==> config.mk <==
export PLATFORM = sky130hd
export DESIGN_NAME = buy_sell_order_match_table_unit
export DESIGN_NICKNAME = d
export VERILOG_FILES = /design/src/hdl/bsomt_pkg.sv /design/src/hdl/bsomt_mem.sv /design/src/hdl/bsomt_cmp.sv /design/src/hdl/buy_sell_order_match_table_unit.sv
export SDC_FILE = /design/constraint.sdc
export NUM_CORES = 2
export LEC_CHECK = 0
export BUFFER_PORTS_ARGS = -buffer_cell sky130_fd_sc_hd__buf_2
export CAP_MARGIN = 20
export CORE_UTILIZATION = 62
export DETAILED_ROUTE_END_ITERATION = 8
export PLACE_DENSITY = 0.78
export SYNTH_ARGS = -nofsm -noshare
export SYNTH_HDL_FRONTEND = slang
export SYNTH_HIERARCHICAL = 1
export SYNTH_MEMORY_MAX_BITS = 65536
export SYNTH_SLANG_ARGS = --single-unit
==> constraint.sdc <==
create_clock -name clk_i -period 5.5 [get_ports clk_i]
set_input_delay 1.1 -clock clk_i [delete_from_list [all_inputs] [get_ports clk_i]]
set_output_delay 1.1 -clock clk_i [all_outputs]
set_load 0.1 [all_outputs]
==> src/hdl/bsomt_pkg.sv <==
`default_nettype none
package bsomt_pkg;

  localparam int unsigned TypeW        = 16;
  localparam int unsigned PriceW       = 16;
  localparam int unsigned HeldW        = 8;
  localparam int unsigned TableDepthDef = 128;

  // one resting order as stored in the table
  typedef struct packed {
    logic [TypeW-1:0]  item_type;
    logic              wanted;
    logic [PriceW-1:0] price;
  } entry_t;

endpackage
`default_nettype wire

==> src/hdl/bsomt_mem.sv <==
`default_nettype none
module bsomt_mem #(
  parameter int unsigned Depth = bsomt_pkg::TableDepthDef,
  parameter int unsigned AddrW = $clog2(Depth)
) (
  input  wire logic                 clk_i,
  input  wire logic                 we_i,
  input  wire logic [AddrW-1:0]     waddr_i,
  input  wire bsomt_pkg::entry_t    wdata_i,
  input  wire logic                 re_i,
  input  wire logic [AddrW-1:0]     raddr_i,
  output      bsomt_pkg::entry_t    rdata_o
);
  import bsomt_pkg::*;

  entry_t mem_q [Depth];
  entry_t rdata_q;

  always_ff @(posedge clk_i) begin
    if (we_i) begin
      mem_q[waddr_i] <= wdata_i;
    end
  end

  always_ff @(posedge clk_i) begin
    if (re_i) begin
      rdata_q <= mem_q[raddr_i];
    end
  end

  assign rdata_o = rdata_q;

endmodule
`default_nettype wire

==> src/hdl/bsomt_cmp.sv <==
`default_nettype none
module bsomt_cmp (
  input  wire bsomt_pkg::entry_t order_i,
  input  wire bsomt_pkg::entry_t rest_i,
  output      logic              hit_o
);
  import bsomt_pkg::*;

  logic [PriceW-1:0] buy_price;
  logic [PriceW-1:0] sell_price;

  // one magnitude comparator, operands swapped by the side of the new order
  always_comb begin
    if (order_i.wanted) begin
      buy_price  = order_i.price;
      sell_price = rest_i.price;
    end else begin
      buy_price  = rest_i.price;
      sell_price = order_i.price;
    end
    hit_o = (order_i.item_type == rest_i.item_type) &&
            (order_i.wanted != rest_i.wanted) &&
            (buy_price >= sell_price);
  end

endmodule
`default_nettype wire

==> src/hdl/buy_sell_order_match_table_unit.sv <==
// the order table has a single read port: a request is served by one pipelined scan of the resting
//   orders, then, only when a resting order matched, by one shift pass over the entries after it
// throughput: one request at a time; a result still waiting in the output register holds the
//   request back
// reset clears the order count and the output register; table contents are not cleared
`default_nettype none
module buy_sell_order_match_table_unit #(
  parameter int unsigned TABLE_DEPTH = bsomt_pkg::TableDepthDef
) (
  input  wire logic                          clk_i,
  input  wire logic                          rst_ni,
  input  wire logic                          in_valid_i,
  output      logic                          in_ready_o,
  input  wire logic [bsomt_pkg::TypeW-1:0]   item_type_i,
  input  wire logic                          wanted_i,
  input  wire logic [bsomt_pkg::PriceW-1:0]  price_i,
  output      logic                          out_valid_o,
  input  wire logic                          out_ready_i,
  output      logic                          matched_o,
  output      logic [bsomt_pkg::TypeW-1:0]   sale_type_o,
  output      logic [bsomt_pkg::PriceW-1:0]  sale_price_o,
  output      logic                          dropped_o,
  output      logic [bsomt_pkg::HeldW-1:0]   entries_held_o
);
  import bsomt_pkg::*;

  localparam int unsigned AW = $clog2(TABLE_DEPTH);
  localparam int unsigned CW = $clog2(TABLE_DEPTH + 1);

  typedef enum logic [1:0] {
    StIdle,
    StScan,
    StShift,
    StFinish
  } state_e;

  state_e            state_q;
  entry_t            ord_q;
  logic [CW-1:0]     count_q;
  logic [CW-1:0]     idx_q;
  logic [CW-1:0]     cmp_idx_q;
  logic              pend_q;
  logic              hit_q;
  logic [PriceW-1:0] hit_price_q;

  logic              out_valid_q;
  logic              matched_q;
  logic [TypeW-1:0]  sale_type_q;
  logic [PriceW-1:0] sale_price_q;
  logic              dropped_q;
  logic [HeldW-1:0]  held_q;

  logic              issue;
  logic              hit;
  logic              full;
  logic              fin_go;
  logic [CW-1:0]     count_d;
  logic [CW-1:0]     wr_idx;
  logic              mem_we;
  logic [AW-1:0]     mem_waddr;
  entry_t            mem_wdata;
  entry_t            mem_rdata;

  assign issue  = ((state_q == StScan) || (state_q == StShift)) && (idx_q < count_q);
  assign full   = (count_q >= CW'(TABLE_DEPTH));
  assign fin_go = (state_q == StFinish) && (!out_valid_q || out_ready_i);
  assign wr_idx = cmp_idx_q - CW'(1);

  always_comb begin
    if (hit_q) begin
      count_d = count_q - CW'(1);
    end else if (!full) begin
      count_d = count_q + CW'(1);
    end else begin
      count_d = count_q;
    end
  end

  // table writes: shift an entry down by one, or append the new order
  always_comb begin
    mem_we    = 1'b0;
    mem_waddr = wr_idx[AW-1:0];
    mem_wdata = mem_rdata;
    case (state_q)
      StShift: begin
        mem_we = pend_q;
      end
      StFinish: begin
        mem_we    = fin_go && !hit_q && !full;
        mem_waddr = count_q[AW-1:0];
        mem_wdata = ord_q;
      end
      default: begin
        mem_we = 1'b0;
      end
    endcase
  end

  bsomt_mem #(
    .Depth (TABLE_DEPTH),
    .AddrW (AW)
  ) u_mem (
    .clk_i   (clk_i),
    .we_i    (mem_we),
    .waddr_i (mem_waddr),
    .wdata_i (mem_wdata),
    .re_i    (issue),
    .raddr_i (idx_q[AW-1:0]),
    .rdata_o (mem_rdata)
  );

  bsomt_cmp u_cmp (
    .order_i (ord_q),
    .rest_i  (mem_rdata),
    .hit_o   (hit)
  );

  always_ff @(posedge clk_i or negedge rst_ni) begin
    if (!rst_ni) begin
      state_q      <= StIdle;
      count_q      <= '0;
      idx_q        <= '0;
      cmp_idx_q    <= '0;
      pend_q       <= 1'b0;
      hit_q        <= 1'b0;
      out_valid_q  <= 1'b0;
      ord_q        <= '0;
      hit_price_q  <= '0;
      matched_q    <= 1'b0;
      sale_type_q  <= '0;
      sale_price_q <= '0;
      dropped_q    <= 1'b0;
      held_q       <= '0;
    end else begin
      if (out_valid_q && out_ready_i && !fin_go) begin
        out_valid_q <= 1'b0;
      end
      case (state_q)
        StIdle: begin
          if (in_valid_i) begin
            ord_q   <= '{item_type: item_type_i, wanted: wanted_i, price: price_i};
            idx_q   <= '0;
            pend_q  <= 1'b0;
            hit_q   <= 1'b0;
            state_q <= StScan;
          end
        end
        StScan: begin
          cmp_idx_q <= idx_q;
          if (pend_q && hit) begin
            // drop the read in flight and restart from the entry after the hit
            hit_q       <= 1'b1;
            hit_price_q <= mem_rdata.price;
            idx_q       <= cmp_idx_q + CW'(1);
            pend_q      <= 1'b0;
            state_q     <= StShift;
          end else begin
            pend_q <= issue;
            if (issue) begin
              idx_q <= idx_q + CW'(1);
            end
            if (!pend_q && !issue) begin
              state_q <= StFinish;
            end
          end
        end
        StShift: begin
          pend_q    <= issue;
          cmp_idx_q <= idx_q;
          if (issue) begin
            idx_q <= idx_q + CW'(1);
          end
          if (!pend_q && !issue) begin
            state_q <= StFinish;
          end
        end
        StFinish: begin
          if (fin_go) begin
            out_valid_q  <= 1'b1;
            matched_q    <= hit_q;
            sale_type_q  <= hit_q ? ord_q.item_type : '0;
            sale_price_q <= hit_q ? (ord_q.wanted ? hit_price_q : ord_q.price) : '0;
            dropped_q    <= !hit_q && full;
            held_q       <= HeldW'(count_d);
            count_q      <= count_d;
            state_q      <= StIdle;
          end
        end
        default: begin
          state_q <= StIdle;
        end
      endcase
    end
  end

  assign in_ready_o     = (state_q == StIdle);
  assign out_valid_o    = out_valid_q;
  assign matched_o      = matched_q;
  assign sale_type_o    = sale_type_q;
  assign sale_price_o   = sale_price_q;
  assign dropped_o      = dropped_q;
  assign entries_held_o = held_q;

  a_count_bound: assert property (@(posedge clk_i) disable iff (!rst_ni)
    count_q <= CW'(TABLE_DEPTH))
    else $error("order count above table depth");

  a_match_xor_drop: assert property (@(posedge clk_i) disable iff (!rst_ni)
    out_valid_q |-> !(matched_q && dropped_q))
    else $error("result both matched and dropped");

  a_drop_when_full: assert property (@(posedge clk_i) disable iff (!rst_ni)
    fin_go && !hit_q && full |=> dropped_q && (count_q == $past(count_q)))
    else $error("drop without full table or count changed");

  a_match_shrinks: assert property (@(posedge clk_i) disable iff (!rst_ni)
    fin_go && hit_q |=> count_q == $past(count_q) - CW'(1))
    else $error("match did not remove one entry");

  a_write_in_range: assert property (@(posedge clk_i) disable iff (!rst_ni)
    mem_we && (state_q == StShift) |-> wr_idx < count_q)
    else $error("shift write beyond valid entries");

endmodule
`default_nettype wire
==> results.tsv <==
metric	value	unit
status	finished with violations	
violations	design-rule violations	
synth_xor_area_share	0.172	%
power_frac_seq	49.3	%
design_area	189000	µm²
clock-sinks	4369	
clkPwrFrac	32.0	%
overflow	0	
multi_input_area	37100	µm²
ys.flop_type	edfxtp_1	
die_x	523	µm
p_per_area	486	nW/µm²
cts_resized	0	
power_frac_comb	18.7	%
drt-vias-per-instance	7.63	
internal-power	64.8	mW
worstPathCellList	ha_2, and2_1, a32o_1, nor2b_1, nand2_2, buf_4, nor2_4, buf_4	
crit_buf_inv	2	
start_util	62.6	%
seq_area_frac_synth	77.6	%
tightestPinTransition	1.22	ns
period_share	87.4	%
tns	0	ns
synth_compound_gate_area_share	0.451	%
synth_edf_count	4257	
wl_per_cell	44.2	µm
max_cap_violations	0	
first_iter_violations	16000	
r2r_slack	0.69	ns
grt_setup_unrepaired	false	
ctsRootBufferMaster	clkbuf_16	
fp.dieH	523	µm
hold_slack	0.311	ns
cts_made_buffers	410	
critPathMaxFanout	24	
nets	7327	
p_switching	27.3	mW
max-slew-margin-rel	19.0	%
synth_area_leaders	edfxtp_1, mux4_2, dfrtp_1	
dieArea	273000	µm²
async_reset_ff_share	2.56	%
switching_share	29.6	%
syn_area	168000	µm²
detailed_place_hpwl	245000	µm
dpl-instance-area	176000	µm²
row_count	190	
hold_class	in -> async	
grt_pass1_vias	84600	
hold_violations	0	
drt-total-wl	493000	µm
grt_antenna_before_repair	49	
grt_pass1_wl	680000	µm
finalCriticalPeriod	4.81	ns
avgSynthCellArea	24.7	µm²
yosys.area.top_type_share	76.0	%
top_usage_layer	met2	
synth_top_family_by_area	multiplexers	
setup_viol	0	
grt_max_degree	116	
drc	1	
place.gp.congestion	0.900	
ff_latch_area	131000	µm²
ant_nets	0	
mostFrequentLayoutCell	edfxtp_1	
syn_nets	6885	
peakVddDrop	0.000620	V
vias	85100	
cp_common_cell	buf_4	
crit_family	simple AND/OR/NAND/NOR gates	
worst_skew_pair.late_latency	0.93	ns
dr.pass1.iters	9	
fmax	208	MHz
slew_violations	0	
setup_slack	0.695	ns
synth-seq-cells	4369	
final_cell_mix	edfxtp_1, mux4_2, clkbuf_16	
synthSimpleGateAreaFrac	0.874	%
synth.distinct_cells	56	
grtUsageMet1	47.6	%
p_leak	57.6	nW
grtUsageTotal	36.6	%
arrival	5.37	ns
total_power	92.1	mW
path_clk_slew	0.06	ns
dp_slack	0.907	ns
cp_slowest_cell	a32o_1	
synth_top_cell_by_area	edfxtp_1	
core-area	269000	µm²
use_met3	12.0	%
cts_setup_buffers	0	
start_kind	register	
drive_gt1_share	35.2	%
ioPinCount	81	
cts_tree	done	
grtUsageMet2	55.5	%
io_buffers	80	
htreeDepth	5	
syn2layout_area_growth	12.6	%
worstPathRequired	6.07	ns
fin_skew	0.0618	ns
yosysWarnings	6	
syn_inst	6811	
holdBufCountCts	0	
nFillCells	13700	
muxShareOfSynthArea	19.6	%
clock_tree.buffer_depth	4	
end_kind	register	
synthAdderAreaFrac	0.280	%
slowest_delay	0.68	ns
path_class	reg -> reg	
## flip-flops by register name (all words and copies together) (netlist names), 8 cells and up
signal / flops
hit_price_q: 16
idx_q: 8
sale_price_o: 16
u_mem/mem_q: 4224
entries_held_o: 8
u_mem/rdata_o: 33
ord_q: 33
cmp_idx_q: 8
sale_type_o: 16
## path summary, 6_finish.rpt
path | start | endpoint | cells after the start
max reg2reg | state_q[1]$_DFFE_PN0P_ | u_mem/mem_q[88][30]$_DFFE_PP_ | 8
min reg2reg | sale_type_o[14]$_DFFE_PN0P_ | sale_type_o[14]$_DFFE_PN0P_ | 2
min | rst_ni | dropped_o$_DFFE_PN0P_ | 1
min in group clk_i | price_i[13] | ord_q[13]$_DFFE_PN0P_ | 2
max in group asynchronous | rst_ni | ord_q[16]$_DFFE_PN0P_ | 2
max | state_q[1]$_DFFE_PN0P_ | u_mem/mem_q[88][30]$_DFFE_PP_ | 8
## metal layers
layer	wire length, µm	vias up	share of wire, %
li1	-	30400	-
met1	154000	44100	31
met2	229000	8758	46
met3	77000	1784	16
met4	33600	42	6.8
met5	362	-	0.073
## area by class of cell
type                    count  share of cell area (%)
multi-input cells        2066                    19.6
flip-flops and latches   4369                    69.0
diodes                     18                  0.0238
inverters                  16                  0.0317
clock inverters           255                    1.48
clock buffers             488                    5.70
well taps                3552                    2.35
repair buffers            390                    1.84
## metrics by stage
| step | util, % | cells |
|---|---|---|
| finish | 70.5 | 11200 |
| detailed placement | 65.3 | 10400 |
| global placement | 65.3 | 10400 |
| floorplan | - | 6811 |
| CTS | 70.4 | 11100 |
| global route | 70.4 | 11100 |
## synth_stat cells, types with 3 or more instances
library cell / n
ha_1: 36
nor3_1: 17
a211oi_2: 4
dfrtp_1: 112
nor2b_1: 13
o21a_1: 6
a211oi_1: 4
nand2b_1: 7
mux2_1: 10
and3_1: 5
mux4_2: 1386
edfxtp_1: 4257
a22o_1: 5
clkbuf_1: 198
mux2i_1: 32
a21o_1: 5
nand3_1: 42
o21ai_0: 18
a21oi_1: 13
o31ai_1: 17
nor2_1: 138
mux2_2: 125
buf_1: 48
buf_2: 112
o21ai_2: 4
a32oi_1: 3
xor2_1: 16
inv_1: 15
xnor2_1: 17
nor4_1: 3
a31o_1: 4
nand4_1: 9
o21ai_1: 9
nand2_1: 92
## cell families (layout without fill, tap and decap cells)
logic type | after synthesis | after routing
XOR/XNOR | 33 | 33
other | 0 | 18
adder cells (fa/ha/maj) | 37 | 37
flip-flops | 4369 | 4369
AO/OA/AOI/OAI | 107 | 107
buffers and inverters | 376 | 1149
AND/OR/NAND/NOR | 336 | 336
multiplexers | 1553 | 1553
## power groups by stage
stage / sequential (mW) / clock [mW] / combinational [mW]
after global routing: 45.4 / 30.7 / 17.3
after global placement: 45.9 / 0 / 15.1
after detailed placement: 46.0 / 0 / 16.0
after floorplan: 45.8 / 0 / 8.08
final: 45.4 / 29.5 / 17.2
after CTS: 45.3 / 29.5 / 16.4
Note: power is estimated with default switching activity, not from simulation.
